===== src/sv/lfe_pkg.sv =====
`timescale 1ns / 1ps

package lfe_pkg;

  // effect codes carried in the input tuser
  typedef enum logic [2:0] {
    EFF_OFF     = 3'd0,
    EFF_FIXED   = 3'd1,
    EFF_FADE_IN = 3'd2,
    EFF_FADE_OUT = 3'd3,
    EFF_IN_OUT  = 3'd4
  } lfe_effect_e;

  // configuration register indexes
  typedef enum logic [1:0] {
    REG_FADE_IN_TICKS  = 2'd0,
    REG_FADE_OUT_TICKS = 2'd1,
    REG_CYCLE_HALF     = 2'd2,
    REG_REFRESH_PERIOD = 2'd3
  } lfe_reg_e;

  // back end sequencer states
  typedef enum logic [2:0] {
    ST_IDLE,
    ST_MUL,
    ST_SAT,
    ST_DIV,
    ST_SCALE,
    ST_FIN
  } lfe_state_e;

  localparam int unsigned LFE_QDEPTH = 2;
  localparam int unsigned LFE_QPTR_W = 1;
  localparam int unsigned LFE_QCNT_W = 2;

  // one classified tick, handed from front to back
  typedef struct packed {
    logic [127:0] colours;     // group 1 in the lowest bits
    logic         hold;        // repeat the last sent frame
    logic         need_div;    // fade level comes from the divider
    logic         invert;      // fade = 255 - quotient
    logic [7:0]   const_fade;  // fade level when no division is needed
    logic [15:0]  num;         // step value to scale by 255
    logic [15:0]  den;         // duration register
  } lfe_job_t;

  // exact x / 255 for x up to 255 * 255
  function automatic logic [7:0] div255(input logic [15:0] x);
    logic [15:0] s;
    s = x + {8'd0, x[15:8]} + 16'd1;
    return s[15:8];
  endfunction

endpackage


===== src/sv/lfe_front.sv =====
`timescale 1ns / 1ps

module lfe_front import lfe_pkg::*; (
  input  logic         clk_i,
  input  logic         rst_ni,
  input  logic         valid_i,
  output logic         ready_o,
  input  logic [2:0]   effect_i,
  input  logic [127:0] colours_i,
  input  logic [15:0]  fade_in_ticks_i,
  input  logic [15:0]  fade_out_ticks_i,
  input  logic [14:0]  cycle_half_ticks_i,
  input  logic         full_i,
  output logic         push_o,
  output lfe_job_t     job_o
);

  logic [2:0]  effect_q, effect_d;
  logic [15:0] step_q, step_d;
  logic [15:0] base;
  logic [15:0] half;
  logic [15:0] step_inc;
  logic        accept;

  assign ready_o  = !full_i;
  assign accept   = valid_i && !full_i;
  assign push_o   = accept;
  assign base     = (effect_i != effect_q) ? 16'd0 : step_q;
  assign half     = {1'b0, cycle_half_ticks_i};
  assign step_inc = base + 16'd1;

  // classify the tick and advance the step counter
  always_comb begin
    job_o.colours    = colours_i;
    job_o.hold       = 1'b0;
    job_o.need_div   = 1'b0;
    job_o.invert     = 1'b0;
    job_o.const_fade = 8'd0;
    job_o.num        = base;
    job_o.den        = 16'd0;
    effect_d         = effect_i;
    step_d           = base;
    unique case (effect_i)
      EFF_OFF: begin
        job_o.const_fade = 8'd0;
      end
      EFF_FIXED: begin
        job_o.const_fade = 8'hFF;
      end
      EFF_FADE_IN: begin
        if (base < fade_in_ticks_i) begin
          step_d = step_inc;
        end
        job_o.need_div = 1'b1;
        job_o.num      = step_d;
        job_o.den      = fade_in_ticks_i;
      end
      EFF_FADE_OUT: begin
        if (base < fade_out_ticks_i) begin
          step_d = step_inc;
        end
        job_o.need_div = 1'b1;
        job_o.invert   = 1'b1;
        job_o.den      = fade_out_ticks_i;
      end
      EFF_IN_OUT: begin
        job_o.need_div = 1'b1;
        job_o.den      = half;
        if (base >= half) begin
          job_o.num    = base - half;
          job_o.invert = 1'b1;
        end
        // wrap at twice the half cycle
        if (step_inc >= {cycle_half_ticks_i, 1'b0}) begin
          step_d = 16'd0;
        end else begin
          step_d = step_inc;
        end
      end
      default: begin
        job_o.hold = 1'b1;
      end
    endcase
  end

  // stored effect and step counter
  always_ff @(posedge clk_i or negedge rst_ni) begin
    if (!rst_ni) begin
      effect_q <= EFF_OFF;
      step_q   <= 16'd0;
    end else if (accept) begin
      effect_q <= effect_d;
      step_q   <= step_d;
    end
  end

endmodule


===== src/sv/lfe_fifo.sv =====
`timescale 1ns / 1ps

module lfe_fifo import lfe_pkg::*; (
  input  logic     clk_i,
  input  logic     rst_ni,
  input  logic     push_i,
  input  lfe_job_t data_i,
  output logic     full_o,
  input  logic     pop_i,
  output logic     empty_o,
  output lfe_job_t data_o
);

  lfe_job_t              mem_q [LFE_QDEPTH];
  logic [LFE_QPTR_W-1:0] wr_q, rd_q;
  logic [LFE_QCNT_W-1:0] count_q;

  assign full_o  = (count_q == LFE_QCNT_W'(LFE_QDEPTH));
  assign empty_o = (count_q == '0);
  assign data_o  = mem_q[rd_q];

  // entry storage
  always_ff @(posedge clk_i) begin
    if (push_i) begin
      mem_q[wr_q] <= data_i;
    end
  end

  // pointers and fill level
  always_ff @(posedge clk_i or negedge rst_ni) begin
    if (!rst_ni) begin
      wr_q    <= '0;
      rd_q    <= '0;
      count_q <= '0;
    end else begin
      if (push_i) begin
        wr_q <= wr_q + 1'b1;
      end
      if (pop_i) begin
        rd_q <= rd_q + 1'b1;
      end
      if (push_i && !pop_i) begin
        count_q <= count_q + 1'b1;
      end else if (pop_i && !push_i) begin
        count_q <= count_q - 1'b1;
      end
    end
  end

  // fill level stays in range and tracks lone pushes and pops
  a_count_bound: assert property (@(posedge clk_i) disable iff (!rst_ni)
    count_q <= LFE_QCNT_W'(LFE_QDEPTH))
    else $error("queue fill level out of range");

  a_push_grows: assert property (@(posedge clk_i) disable iff (!rst_ni)
    (push_i && !pop_i) |=> count_q == $past(count_q) + 1'b1)
    else $error("queue fill level did not grow on push");

  a_pop_nonempty: assert property (@(posedge clk_i) disable iff (!rst_ni)
    (pop_i && !push_i) |=> count_q == $past(count_q) - 1'b1)
    else $error("queue fill level did not shrink on pop");

endmodule


===== src/sv/lfe_back.sv =====
`timescale 1ns / 1ps

module lfe_back import lfe_pkg::*; #(
  parameter int unsigned GROUPS = 4
) (
  input  logic         clk_i,
  input  logic         rst_ni,
  input  logic         empty_i,
  input  lfe_job_t     job_i,
  output logic         pop_o,
  input  logic [15:0]  refresh_period_i,
  output logic         m_axis_tvalid,
  input  logic         m_axis_tready,
  output logic [127:0] m_axis_tdata,
  output logic [0:0]   m_axis_tuser
);

  localparam int unsigned CH   = 4 * GROUPS;
  localparam int unsigned CH_W = $clog2(CH);

  lfe_state_e       state_q, state_d;
  lfe_job_t         job_q;
  logic [23:0]      num_q;
  logic [23:0]      rem_q;
  logic [23:0]      dsh_q;
  logic [7:0]       quo_q;
  logic [2:0]       bit_q;
  logic [7:0]       fade_q;
  logic [CH_W-1:0]  ch_q;
  logic [7:0]       frame_q [CH];
  logic [7:0]       last_sent_q [CH];
  logic             diff_q;
  logic [15:0]      unchanged_q;
  logic             out_valid_q;
  logic [127:0]     out_data_q;
  logic             out_send_q;

  logic             sat;
  logic             ge;
  logic [7:0]       quo_d;
  logic [15:0][7:0] col_bytes;
  logic [7:0]       col;
  logic [15:0]      prod;
  logic [7:0]       chan_val;
  logic             out_free;
  logic             send;
  logic             load_out;
  logic [127:0]     frame_flat;

  // datapath helpers
  assign sat       = (num_q >= {job_q.den, 8'd0});
  assign ge        = (rem_q >= dsh_q);
  assign quo_d     = {quo_q[6:0], ge};
  assign col_bytes = job_q.colours;
  assign col       = col_bytes[4'(ch_q)];
  assign prod      = col * fade_q;
  assign chan_val  = job_q.hold ? last_sent_q[ch_q] : div255(prod);
  assign send      = diff_q || (unchanged_q >= refresh_period_i);

  always_comb begin
    frame_flat = '0;
    for (int i = 0; i < CH; i++) begin
      frame_flat[i*8 +: 8] = frame_q[i];
    end
  end

  // next state
  always_comb begin
    state_d = state_q;
    unique case (state_q)
      ST_IDLE: begin
        if (!empty_i) begin
          state_d = job_i.need_div ? ST_MUL : ST_SCALE;
        end
      end
      ST_MUL: state_d = ST_SAT;
      ST_SAT: state_d = sat ? ST_SCALE : ST_DIV;
      ST_DIV: begin
        if (bit_q == 3'd0) begin
          state_d = ST_SCALE;
        end
      end
      ST_SCALE: begin
        if (ch_q == CH_W'(CH - 1)) begin
          state_d = ST_FIN;
        end
      end
      ST_FIN: begin
        if (out_free) begin
          state_d = ST_IDLE;
        end
      end
      default: state_d = ST_IDLE;
    endcase
  end

  // sequencer strobes
  always_comb begin
    out_free = !out_valid_q || m_axis_tready;
    pop_o    = (state_q == ST_IDLE) && !empty_i;
    load_out = (state_q == ST_FIN) && out_free;
  end

  // control state
  always_ff @(posedge clk_i or negedge rst_ni) begin
    if (!rst_ni) begin
      state_q     <= ST_IDLE;
      ch_q        <= '0;
      bit_q       <= 3'd0;
      unchanged_q <= 16'd0;
      out_valid_q <= 1'b0;
      for (int i = 0; i < CH; i++) begin
        last_sent_q[i] <= 8'd0;
      end
    end else begin
      state_q <= state_d;
      if (pop_o) begin
        ch_q <= '0;
      end else if (state_q == ST_SCALE) begin
        ch_q <= ch_q + 1'b1;
      end
      if (state_q == ST_SAT) begin
        bit_q <= 3'd7;
      end else if (state_q == ST_DIV) begin
        bit_q <= bit_q - 3'd1;
      end
      // resend bookkeeping
      if (load_out) begin
        if (send) begin
          unchanged_q <= 16'd0;
          for (int i = 0; i < CH; i++) begin
            last_sent_q[i] <= frame_q[i];
          end
        end else begin
          unchanged_q <= unchanged_q + 16'd1;
        end
      end
      if (load_out) begin
        out_valid_q <= 1'b1;
      end else if (m_axis_tready) begin
        out_valid_q <= 1'b0;
      end
    end
  end

  // fade level, division and channel scaling
  always_ff @(posedge clk_i) begin
    if (pop_o) begin
      job_q  <= job_i;
      fade_q <= job_i.const_fade;
      diff_q <= 1'b0;
    end
    if (state_q == ST_MUL) begin
      num_q <= {job_q.num, 8'd0} - {8'd0, job_q.num};
    end
    if (state_q == ST_SAT) begin
      rem_q <= num_q;
      dsh_q <= {1'b0, job_q.den, 7'd0};
      quo_q <= 8'd0;
      if (sat) begin
        fade_q <= job_q.invert ? 8'd0 : 8'hFF;
      end
    end
    if (state_q == ST_DIV) begin
      if (ge) begin
        rem_q <= rem_q - dsh_q;
      end
      dsh_q <= dsh_q >> 1;
      quo_q <= quo_d;
      if (bit_q == 3'd0) begin
        fade_q <= job_q.invert ? ~quo_d : quo_d;
      end
    end
    if (state_q == ST_SCALE) begin
      frame_q[ch_q] <= chan_val;
      diff_q        <= diff_q | (chan_val != last_sent_q[ch_q]);
    end
    if (load_out) begin
      out_data_q <= frame_flat;
      out_send_q <= send;
    end
  end

  assign m_axis_tvalid   = out_valid_q;
  assign m_axis_tdata    = out_data_q;
  assign m_axis_tuser[0] = out_send_q;

  // a new word only appears after the send decision
  a_valid_after_fin: assert property (@(posedge clk_i) disable iff (!rst_ni)
    $rose(m_axis_tvalid) |-> $past(state_q == ST_FIN))
    else $error("output word raised outside the final step");

  // unchanged frame not sent bumps the refresh count
  a_unchanged_count: assert property (@(posedge clk_i) disable iff (!rst_ni)
    (load_out && !send) |=> unchanged_q == $past(unchanged_q) + 16'd1)
    else $error("refresh count did not advance");

  // sent frame becomes the reference
  a_send_updates: assert property (@(posedge clk_i) disable iff (!rst_ni)
    (load_out && send) |=> (unchanged_q == 16'd0) && (last_sent_q[0] == $past(frame_q[0])))
    else $error("sent frame not recorded");

endmodule


===== src/sv/led_fade_effect_engine.sv =====
`timescale 1ns / 1ps

// LED fade effect engine: each input word is one effect tick (effect code in tuser, four
// RGBW colour groups in tdata) and yields one output word with the 16 scaled channels in
// tdata and the send flag in tuser. The front end takes a tick in any cycle where its
// two-entry queue has room and advances the effect step counter right away; the back end
// works one tick at a time: it picks up the tick, forms the 255x product, checks for
// saturation, runs the 8-bit restoring divider, steps the 4*GROUPS channels through the
// single channel multiplier and then makes the send decision, waiting as needed for the
// output register to drain. Fading effects take every step; when the quotient saturates
// the divider is skipped, and off, fixed and unknown codes skip the product, the
// saturation check and the divider. Configuration registers must be written only
// while the engine is idle.
module led_fade_effect_engine import lfe_pkg::*; #(
  parameter int unsigned GROUPS = 4
) (
  input  logic         clk_i,
  input  logic         rst_ni,
  input  logic         s_axis_tvalid,
  output logic         s_axis_tready,
  input  logic [127:0] s_axis_tdata,   // group1_rgbw, group2_rgbw, group3_rgbw, group4_rgbw
  input  logic [2:0]   s_axis_tuser,   // effect
  output logic         m_axis_tvalid,
  input  logic         m_axis_tready,
  output logic [127:0] m_axis_tdata,   // out_group1, out_group2, out_group3, out_group4
  output logic [0:0]   m_axis_tuser,   // send_frame
  input  logic         cfg_we_i,
  input  logic [1:0]   cfg_idx_i,
  input  logic [15:0]  cfg_data_i
);

  logic [15:0] fade_in_ticks_q;
  logic [15:0] fade_out_ticks_q;
  logic [14:0] cycle_half_ticks_q;
  logic [15:0] refresh_period_q;

  logic        q_full;
  logic        q_empty;
  logic        q_push;
  logic        q_pop;
  lfe_job_t    q_wdata;
  lfe_job_t    q_rdata;

  // configuration registers
  always_ff @(posedge clk_i or negedge rst_ni) begin
    if (!rst_ni) begin
      fade_in_ticks_q    <= 16'd10000;
      fade_out_ticks_q   <= 16'd10000;
      cycle_half_ticks_q <= 15'd1000;
      refresh_period_q   <= 16'd1000;
    end else if (cfg_we_i) begin
      unique case (cfg_idx_i)
        REG_FADE_IN_TICKS:  fade_in_ticks_q    <= cfg_data_i;
        REG_FADE_OUT_TICKS: fade_out_ticks_q   <= cfg_data_i;
        REG_CYCLE_HALF:     cycle_half_ticks_q <= cfg_data_i[14:0];
        REG_REFRESH_PERIOD: refresh_period_q   <= cfg_data_i;
        default: ;
      endcase
    end
  end

  // tick classification and step counter
  lfe_front u_front (
    .clk_i              (clk_i),
    .rst_ni             (rst_ni),
    .valid_i            (s_axis_tvalid),
    .ready_o            (s_axis_tready),
    .effect_i           (s_axis_tuser),
    .colours_i          (s_axis_tdata),
    .fade_in_ticks_i    (fade_in_ticks_q),
    .fade_out_ticks_i   (fade_out_ticks_q),
    .cycle_half_ticks_i (cycle_half_ticks_q),
    .full_i             (q_full),
    .push_o             (q_push),
    .job_o              (q_wdata)
  );

  // queue between front and back
  lfe_fifo u_fifo (
    .clk_i   (clk_i),
    .rst_ni  (rst_ni),
    .push_i  (q_push),
    .data_i  (q_wdata),
    .full_o  (q_full),
    .pop_i   (q_pop),
    .empty_o (q_empty),
    .data_o  (q_rdata)
  );

  // fade level, channel scaling and send decision
  lfe_back #(
    .GROUPS (GROUPS)
  ) u_back (
    .clk_i            (clk_i),
    .rst_ni           (rst_ni),
    .empty_i          (q_empty),
    .job_i            (q_rdata),
    .pop_o            (q_pop),
    .refresh_period_i (refresh_period_q),
    .m_axis_tvalid    (m_axis_tvalid),
    .m_axis_tready    (m_axis_tready),
    .m_axis_tdata     (m_axis_tdata),
    .m_axis_tuser     (m_axis_tuser)
  );

endmodule

===== config.mk =====
export PLATFORM = sky130hd
export DESIGN_NAME = led_fade_effect_engine
export DESIGN_NICKNAME = d
export VERILOG_FILES = /design/src/sv/lfe_pkg.sv /design/src/sv/lfe_front.sv /design/src/sv/lfe_fifo.sv /design/src/sv/lfe_back.sv /design/src/sv/led_fade_effect_engine.sv
export SDC_FILE = /design/constraint.sdc
export NUM_CORES = 1
export LEC_CHECK = 0
export CAP_MARGIN = 20
export CORE_MARGIN = 4
export CORE_UTILIZATION = 40
export DETAILED_ROUTE_END_ITERATION = 10
export DONT_BUFFER_PORTS = 1
export PLACE_DENSITY = 0.52
export SYNTH_ARGS = -nofsm -noshare
export SYNTH_HDL_FRONTEND = slang
export SYNTH_HIERARCHICAL = 1
export SYNTH_SLANG_ARGS = --single-unit

===== constraint.sdc =====
create_clock -name clk_i -period 11.7 [get_ports clk_i]
set_input_delay 0.585 -clock clk_i [delete_from_list [all_inputs] [get_ports clk_i]]
set_output_delay 0.585 -clock clk_i [all_outputs]
set_load 0.01 [all_outputs]

-- Word-level counts from Yosys, hierarchy flattened
Memories as Yosys holds them, arrays and structs flattened.
Cells that the tools add are included.
- bits in registers: 619
- bits in writable memories: 470
- bits of input ports: 154
- output and inout bits: 131
- logic and storage cells: 176
- memories: 2
- memory list (memory ; words ; width ; read ports ; clocked after memory_dff ; wr ports ; line ; RTL):
    u_fifo.mem_q ; 2 ; 171 ; 1 ; 0 ; 1 ; lfe_fifo.sv:14 ; lfe_job_t mem_q [LFE_QDEPTH];
    u_back.frame_q ; 16 ; 8 ; 16 ; 0 ; 1 ; lfe_back.sv:30 ; logic [7:0] frame_q [CH];
- $add $sub $neg: 13
- multipliers: 1
- order comparisons: 9
- equal/unequal tests: 20
- mux-type cells: 55
- bitwise gates (word level): 3
- reductions and logical operators: 29
- operators by type and width (operator ; count):
    $mux 16 ; 6
    $mux 8 ; 12
    $pmux 16 s3 ; 2
    $mux 24 ; 3
    $bmux 8 s4 ; 2
    $add 16x1->16 const B ; 3
    $ge 16x16->1 ; 2
    $lt 16x16->1 ; 2
    $pmux 16 s2 ; 1
    $ge 24x23->1 ; 1
    $ge 24x24->1 ; 1
    $mux 3 ; 8
    $sub 24x16->24 ; 1
    $sub 24x23->24 ; 1
    $mux 23 ; 1
    $mux 22 ; 1
    $pmux 3 s6 ; 1
    $add 16x8->16 ; 1
    $ge 16x15->1 ; 1
    $mul 8x8->16 ; 1
    $sub 16x15->16 ; 1
    $mux 7 ; 2
    $eq 3x2->1 const B ; 4
    $mux 1 ; 11
    other kinds (32) ; 61

-- Longest topological paths before layout
Gate-level depths: netlist of run 1.
- depth after elaboration: 9
- mapped depth: 36
- mapped depth without buffers: 30

-- Modules after synthesis
Netlist of run 1, hierarchy kept.
- by module, submodules not included (module ; instances ; cells an instance ; area each (um^2) ; sequential area each (um^2)):
    lfe_back ; 1 ; 1965 ; 29522.1 ; 18753.0
    lfe_fifo ; 1 ; 548 ; 12839.8 ; 10369.9
    lfe_front ; 1 ; 743 ; 5307.6 ; 475.5
    led_fade_effect_engine ; 1 ; 134 ; 2402.3 ; 1604.0

-- Least setup slack after synthesis of run 1
No wires, ideal clock.
- path kind: register to register
- start point: register u_back.ch_q[0]
- end point: memory u_back.frame_q[0][6] (data pin)
- setup time: 0.284 ns
- arrival: 9.289 ns
- required time: 11.416 ns
- path slack: 2.127 ns
- cell stages (with the launch flop): 33
- path buffers: 8
- period minus slack after synthesis: 9.573 ns
- cells stage by stage: dfrtp_1 -> buf_2 -> buf_2 -> buf_2 -> buf_2 -> buf_2 -> buf_2 -> mux4_2 -> mux4_2 -> and2_1 -> fa_1 -> fa_1 -> fa_1 -> inv_1 -> fa_1 -> inv_1 -> ha_1 -> buf_2 -> and2_1 -> a311oi_2 -> nand2_1 -> xor2_1 -> ha_1 -> o21a_1 -> o32ai_1 -> a21oi_1 -> a31oi_1 -> nor4_2 -> a21oi_2 -> or4_1 -> buf_2 -> xor2_1 -> o21ai_1
- longest elaborated chain between the ends: 6
- elaborated cells between the ends (all ways): 10
- classes of those cells: add/sub (2); mul (1); mux (6); bitwise (1)
- ends and longest elaborated chain (what ; line ; RTL):
    start: declaration ; lfe_back.sv:29 ; logic [CH_W-1:0] ch_q;
    start signal: assignment ; lfe_back.sv:120 ; ch_q <= ch_q + 1'b1;
    $bmux 8 s4 ; lfe_back.sv:55 ; assign col = col_bytes[4'(ch_q)];
    $mux 8 (not written as such) ; lfe_back.sv:55 ;
    $mul 8x8->16 ; lfe_back.sv:56 ; assign prod = col * fade_q;
    $add 16x8->16 ; lfe_pkg.sv:50 ; s = x + {8'd0, x[15:8]} + 16'd1;
    $add 16x1->16 ; lfe_pkg.sv:50 ;
    $mux 8 (*) ; lfe_back.sv:57 ; assign chan_val = job_q.hold ? last_sent_q[ch_q] : div255(prod);
    via u_back.chan_val[6] ; lfe_back.sv:44 ; logic [7:0] chan_val;
    end: declaration ; lfe_back.sv:30 ;
Mark *: on every way through the listed nets, which the timed path passes. The rest lies on a longest branch. The select of a mux whose other input is x is not followed.

-- Final worst setup path of run 1
- start point: register u_back.ch_q[0]
- end point: memory u_back.frame_q[1][4] (data pin)
Same word-level chain as after synthesis.

==> results of run 1 <==
-- state kept, by name, indices dropped and copies added (netlist names), 3 cells and up --
register / flops
u_fifo/mem_q: 342
u_back/col_bytes: 128
u_back/frame_q: 128
u_back/last_sent_q: 128
u_back/m_axis_tdata: 128
u_back/job_q: 34
u_back/num_q: 24
u_back/rem_q: 24
u_back/dsh_q: 23
fade_in_ticks_q: 16
fade_out_ticks_q: 16
refresh_period_q: 16
u_back/unchanged_q: 16
u_front/step_q: 16
cycle_half_ticks_q: 15
u_back/fade_q: 8
u_back/quo_q: 7
u_back/ch_q: 4
u_back/bit_q: 3
u_back/state_q: 3
u_front/effect_q: 3
-- stage by stage --
stage               area (um^2)  hold WS [ns]  std cells
floorplan                 50070        0.2894       3390
global placement          50940        0.3059       4824
detailed placement        50950        0.3052       4825
CTS                       56330       0.04665       5191
global route              56380       0.07632       5200
finish                    56390        0.1201       5205
-- final timing paths --
kind / from / end
hold reg to reg: u_back/frame_q[13][5] / u_back/m_axis_tdata[109]
min in group asynchronous: rst_ni / u_back/last_sent_q[89]
hold / removal: s_axis_tuser[1] / u_fifo/mem_q[1][42]
setup reg to reg: u_back/ch_q[0] / u_back/frame_q[1][4]
setup / recovery: u_back/ch_q[0] / u_back/frame_q[1][4]
max in group asynchronous: rst_ni / fade_out_ticks_q[0]
-- final cells by class --
cell class / instances / share of cell area, %
Sequential cell: 1089 / 55.36
Multi-Input combinational cell: 1839 / 29.29
Clock buffer: 143 / 5.454
Tap cell: 1637 / 3.632
Timing Repair Buffer: 193 / 3.348
Inverter: 218 / 1.473
Clock inverter: 74 / 1.396
Antenna cell: 12 / 0.05325
-- cell usage after synthesis, drive strengths merged (36+ instances only) --
cell type and instances:
o21ai 115, nand2 165, and2 69, nand3 45, nor2 119, mux2 368
fa 37, xnor2 75, a21oi 84, dfrtp 219, mux4 78, a21o 43
xor2 39, clkbuf 66, ha 173, nor3 36, inv 217, buf 178
edfxtp 816
-- cells in the final DEF, fill, tap and decap left out, types with 26 or more instances in the layout --
master,count
buf_4,40
dfxtp_1,32
a21oi_1,82
xnor2_1,72
nor2b_1,30
mux2_4,80
ha_1,173
a21o_1,43
edfxtp_1,816
mux2_1,43
clkbuf_16,117
mux2i_1,29
inv_1,214
xor2_1,39
nor2_1,116
nand2_1,165
and2_1,65
o21ai_0,99
nor3_1,34
and3_1,29
clkinv_2,26
nand3_1,43
dfrtp_1,215
fa_1,37
mux4_2,78
nand4_1,27
dlygate4sd3_1,148
mux2_2,245
-- per-layer routing --
metal	track usage [%]	wire [um]
met4	4.318	2735
met1	24.90	53560
met2	29.74	56920
met5	0	89
met3	3.595	5662
-- cell families after synthesis --
| kind of cell | after synthesis | synth area share (%) |
|---|---|---|
| buffers and inverters | 462 | 4.770 |
| DFF | 1089 | 62.32 |
| and+or+nand+nor | 593 | 6.067 |
| muxes | 475 | 12.96 |
| adders and majority gates | 210 | 5.802 |
| AOI/OAI and AO/OA | 447 | 6.020 |
| xor gates and xnor gates | 114 | 2.062 |
-- worst max-delay path, stage by stage, from the launching register on --
cell and delay, ns:
dfrtp_4 0.90, mux4_2 0.64, mux4_2 0.59, and2_1 0.22, fa_1 0.57, fa_1 0.44, fa_1 0.54, inv_1 0.06
fa_1 0.53, inv_1 0.04, ha_1 0.42, and2_1 0.24, a311oi_2 0.39, nand2_1 0.17, xor2_1 0.65, ha_1 0.37
o21a_1 0.17, o32ai_1 0.12, a21oi_1 0.09, a31oi_1 0.35, nor4_2 0.11, a21oi_2 0.28, nor3_1 0.10, xnor2_1 0.26
nor2_1 0.07, a21oi_1 0.60, buf_4 0.31
-- timing repair --
item / 4_1_cts / 5_1_grt
setup buffers: 0 / 0
hold buffers: 149 / 0
hold endpoints to repair: 563 / 0
==> flow_summary.yaml, run 1 <==
run_status:
  status: "completed"
finish:
  multi_input_area_um2: 16520
  fill_cells: 10850
  area_delta_synth_final_pct: 12.62
  final-seq-area_um2: 31210
  nets: 3819
  final_core_util_pct: 45.49
  drive_gt1_share_pct: 19.49
yosys:
  avgSynthCellArea_um2: 14.77
  synth_top_area_share_pct: 48.94
  synth.area.top_cells: "edfxtp_1 (49%), dfrtp_1 (11%), mux2_2 (5.5%), ha_1 (4.3%), mux4_2 (3.5%)"
  syn_area_um2: 50070
  synth_edf_count: 816
  synth_seq_cells: 1089
  yosys_warnings: 6
  async_flop_share_pct: 22.13
  seq_area_frac_synth_pct: 62.32
  postSynthNetCount: 3754
  synth_flop_cell: "edfxtp_1"
  yosysUniqueCellTypes: 106
  syn-instance-count: 3390
  yosys.area.top_type: "edfxtp_1"
clock_tree:
  cts-htree-levels: 3
  cts.sinks: 1089
  numCtsBuffers: 114
  clkTransAtPathRegs_ns: 0.06
  cts-root-buf: "clkbuf_16"
  cts_resized: 0
  clockBufferDepth: 3
  clk_latency_ns: 0.74
  cts_tree: "built"
critical_path:
  crit_fanout: 37
  crit_path_end_kind: "register"
  rr_worst_depth: 26
  crit_type: "reg2reg"
  r2r_slack_ns: 2.15
  start_kind: "register"
  crit_required_ns: 12.22
  worstPathArrival_ns: 10.08
die:
  start_util_pct: 40.39
  rows: 129
  die_x_um: 361.8
  die_h_um: 361.8
  die_area_um2: 130900
  ioPinCount: 285
  design.core.area_um2: 124000
sta:
  setup_ws_ns: 2.149
  slew-limit-headroom_pct: 19.35
  fin_skew_ns: 0.06484
  worst_pin_slew_ns: 1.202
  maxSlewViolCount: 0
  hold_viol: 0
  rsz0062_at_grt: "false"
  fmax_mhz: 104.7
  period_share_pct: 81.63
  min_period_ns: 9.551
  finalSetupViolCount: 0
  timing.setup.tns_ns: 0
grt:
  grt_usage_pct: 18.09
  antenna_found_initial: 17
  grt_max_degree: 242
  grt_pass1_wl_mm: 182.0
  grt_pass1_vias: 28540
  grt_overflow: 0
place:
  gp_congestion: 0.8792
  dp_hpwl_mm: 83.33
  port_buffers: 0
  place_ws_ns: 2.051
hold_path:
  hp-class: "in2reg"
  min_path_cells: 1
drt:
  vias: 27400
  drcViolationCount: 0
  drt_iter0_drc: 2013
  drtAntennaViolNets: 0
  wl_mm: 119.0
  viasPerCell: 5.265
  detail_route.wl_per_cell_um: 22.85
  drtPass1Iterations: 5
job:
  max_cap_viol_count: 0
Power of run 1 is not shown: default switching activity piles up to over one toggle a cycle in this logic, so the estimate is an artifact.
==> run 2: changes to the inputs <==
Clock period 11.7 ns to 9.9 ns, I/O delays scaled along.
==> flow_summary.yaml, run 2 (synthesis gave the netlist of run 1 again) <==
drt:
  wl_mm: 120.6
  detail_route.wl_per_cell_um: 23.16
  drtAntennaViolNets: 0
  viasPerCell: 5.312
  drt_iter0_drc: 1957
  vias: 27670
  drtPass1Iterations: 5
  drcViolationCount: 0
clock_tree:
  cts-htree-levels: 3
  hold_buffers: 150
  cts_resized: 0
  clk_latency_ns: 0.74
  numCtsBuffers: 116
  post_cts_buffers: 0
  cts-root-buf: "clkbuf_16"
  cts.sinks: 1089
  clkTransAtPathRegs_ns: 0.06
  cts_tree: "built"
  clockBufferDepth: 3
finish:
  multi_input_area_um2: 16520
  final_common_cell: "edfxtp_1"
  final_cell_mix: "edfxtp_1 (816), mux2_2 (245), dfrtp_1 (215)"
  stdcell_count: 5209
  nets: 3821
  area_delta_synth_final_pct: 12.53
  drive_gt1_share_pct: 19.49
  final-seq-area_um2: 31210
  regMostFlops: "u_fifo/mem_q"
  largest_reg_flops: 342
  fill_cells: 10900
place:
  dp_hpwl_mm: 83.99
  place_ws_ns: 0.7489
  port_buffers: 0
  placedCellCount: 4825
  gp_congestion: 0.8797
critical_path:
  worstPathArrival_ns: 9.66
  startpoint: "u_back/ch_q[0]"
  start_kind: "register"
  rr_worst_depth: 26
  r2r_slack_ns: 0.71
  slowest_stage: "dfrtp_4"
  crit_path_frequent_cell: "fa_1"
  crit_fanout: 35
  endpoint: "u_back/diff_q"
  r2r_start: "u_back/ch_q[0]"
  crit_path_end_kind: "register"
  regToRegEndpoint: "u_back/diff_q"
  crit_type: "reg2reg"
  crit_required_ns: 10.37
  cpPeakStageDelay_ns: 0.85
sta:
  slew-limit-headroom_pct: 21.88
  finalSetupViolCount: 0
  fmax_mhz: 108.8
  rsz0062_at_grt: "false"
  period_share_pct: 92.86
  worst_pin_slew_ns: 1.159
  fin_skew_ns: 0.05429
  timing.setup.tns_ns: 0
  maxSlewViolCount: 0
  hold_viol: 0
  min_period_ns: 9.193
  setup_ws_ns: 0.7067
die:
  start_util_pct: 40.39
  die_h_um: 361.8
  die_x_um: 361.8
  die_area_um2: 130900
  rows: 129
  ioPinCount: 285
  design.core.area_um2: 124000
grt:
  grt_overflow: 0
  grt_pass1_vias: 28840
  grt_max_degree: 242
  grt_pass1_wl_mm: 183.7
  grt_usage_pct: 18.27
  antenna_found_initial: 24
hold_path:
  hp-class: "in2reg"
  min_path_cells: 1
  worstHoldStart: "s_axis_tuser[2]"
job:
  max_cap_viol_count: 0
run_status:
  status: "completed"
## run 2: through the flow
step	util [%]	hold WS [ns]	instance area (um^2)
6_report	45.46	0.06030	56350
5_1_grt	45.44	0.01569	56330
3_5_place_dp	41.11	0.2180	50950
3_3_place_gp	41.10	0.2180	50940
2_1_floorplan	-	0.1994	50070
4_1_cts	45.41	0.007709	56290
## run 2: critical path: cells and delay by family (launching register included)
kind | cells | cell delay [ns]
DFF | 1 | 0.85
adders and majority gates | 6 | 2.82
xor gates and xnor gates | 1 | 0.59
buffers and inverters | 2 | 0.10
muxes | 3 | 1.45
and+or+nand+nor | 5 | 1.57
AOI/OAI and AO/OA | 9 | 1.49
## run 2: cell type report
class	count	share of cell area [%]
repair buffers	193	3.355
inverters	218	1.474
diodes	12	0.05329
flip-flops and latches	1089	55.40
well taps	1637	3.635
clock buffers	157	5.567
clock inverters	64	1.208
multi-input cells	1839	29.31
## run 2: how the worst min path moves through the flow
| stage | to | slack (ns) |
|---|---|---|
| after global routing | u_fifo/mem_q[1][42] | 0.02 |
| after detailed placement | u_back/last_sent_q[89] | 0.22 |
| after floorplan | cycle_half_ticks_q[0] | 0.20 |
| final | u_fifo/mem_q[1][42] | 0.06 |
| after CTS | u_fifo/mem_q[1][42] | 0.008 |
| after global placement | u_back/last_sent_q[81] | 0.22 |
## run 2: routing by layer
metal / up-vias / GRT usage, % / wire, um
li1: 12630 / - / -
met1: 14100 / 24.85 / 53540
met2: 741 / 30.37 / 58150
met3: 190 / 3.354 / 6313
met4: 14 / 4.855 / 2548
met5: - / 0 / 77
Power of run 2 is left out for the same reason.
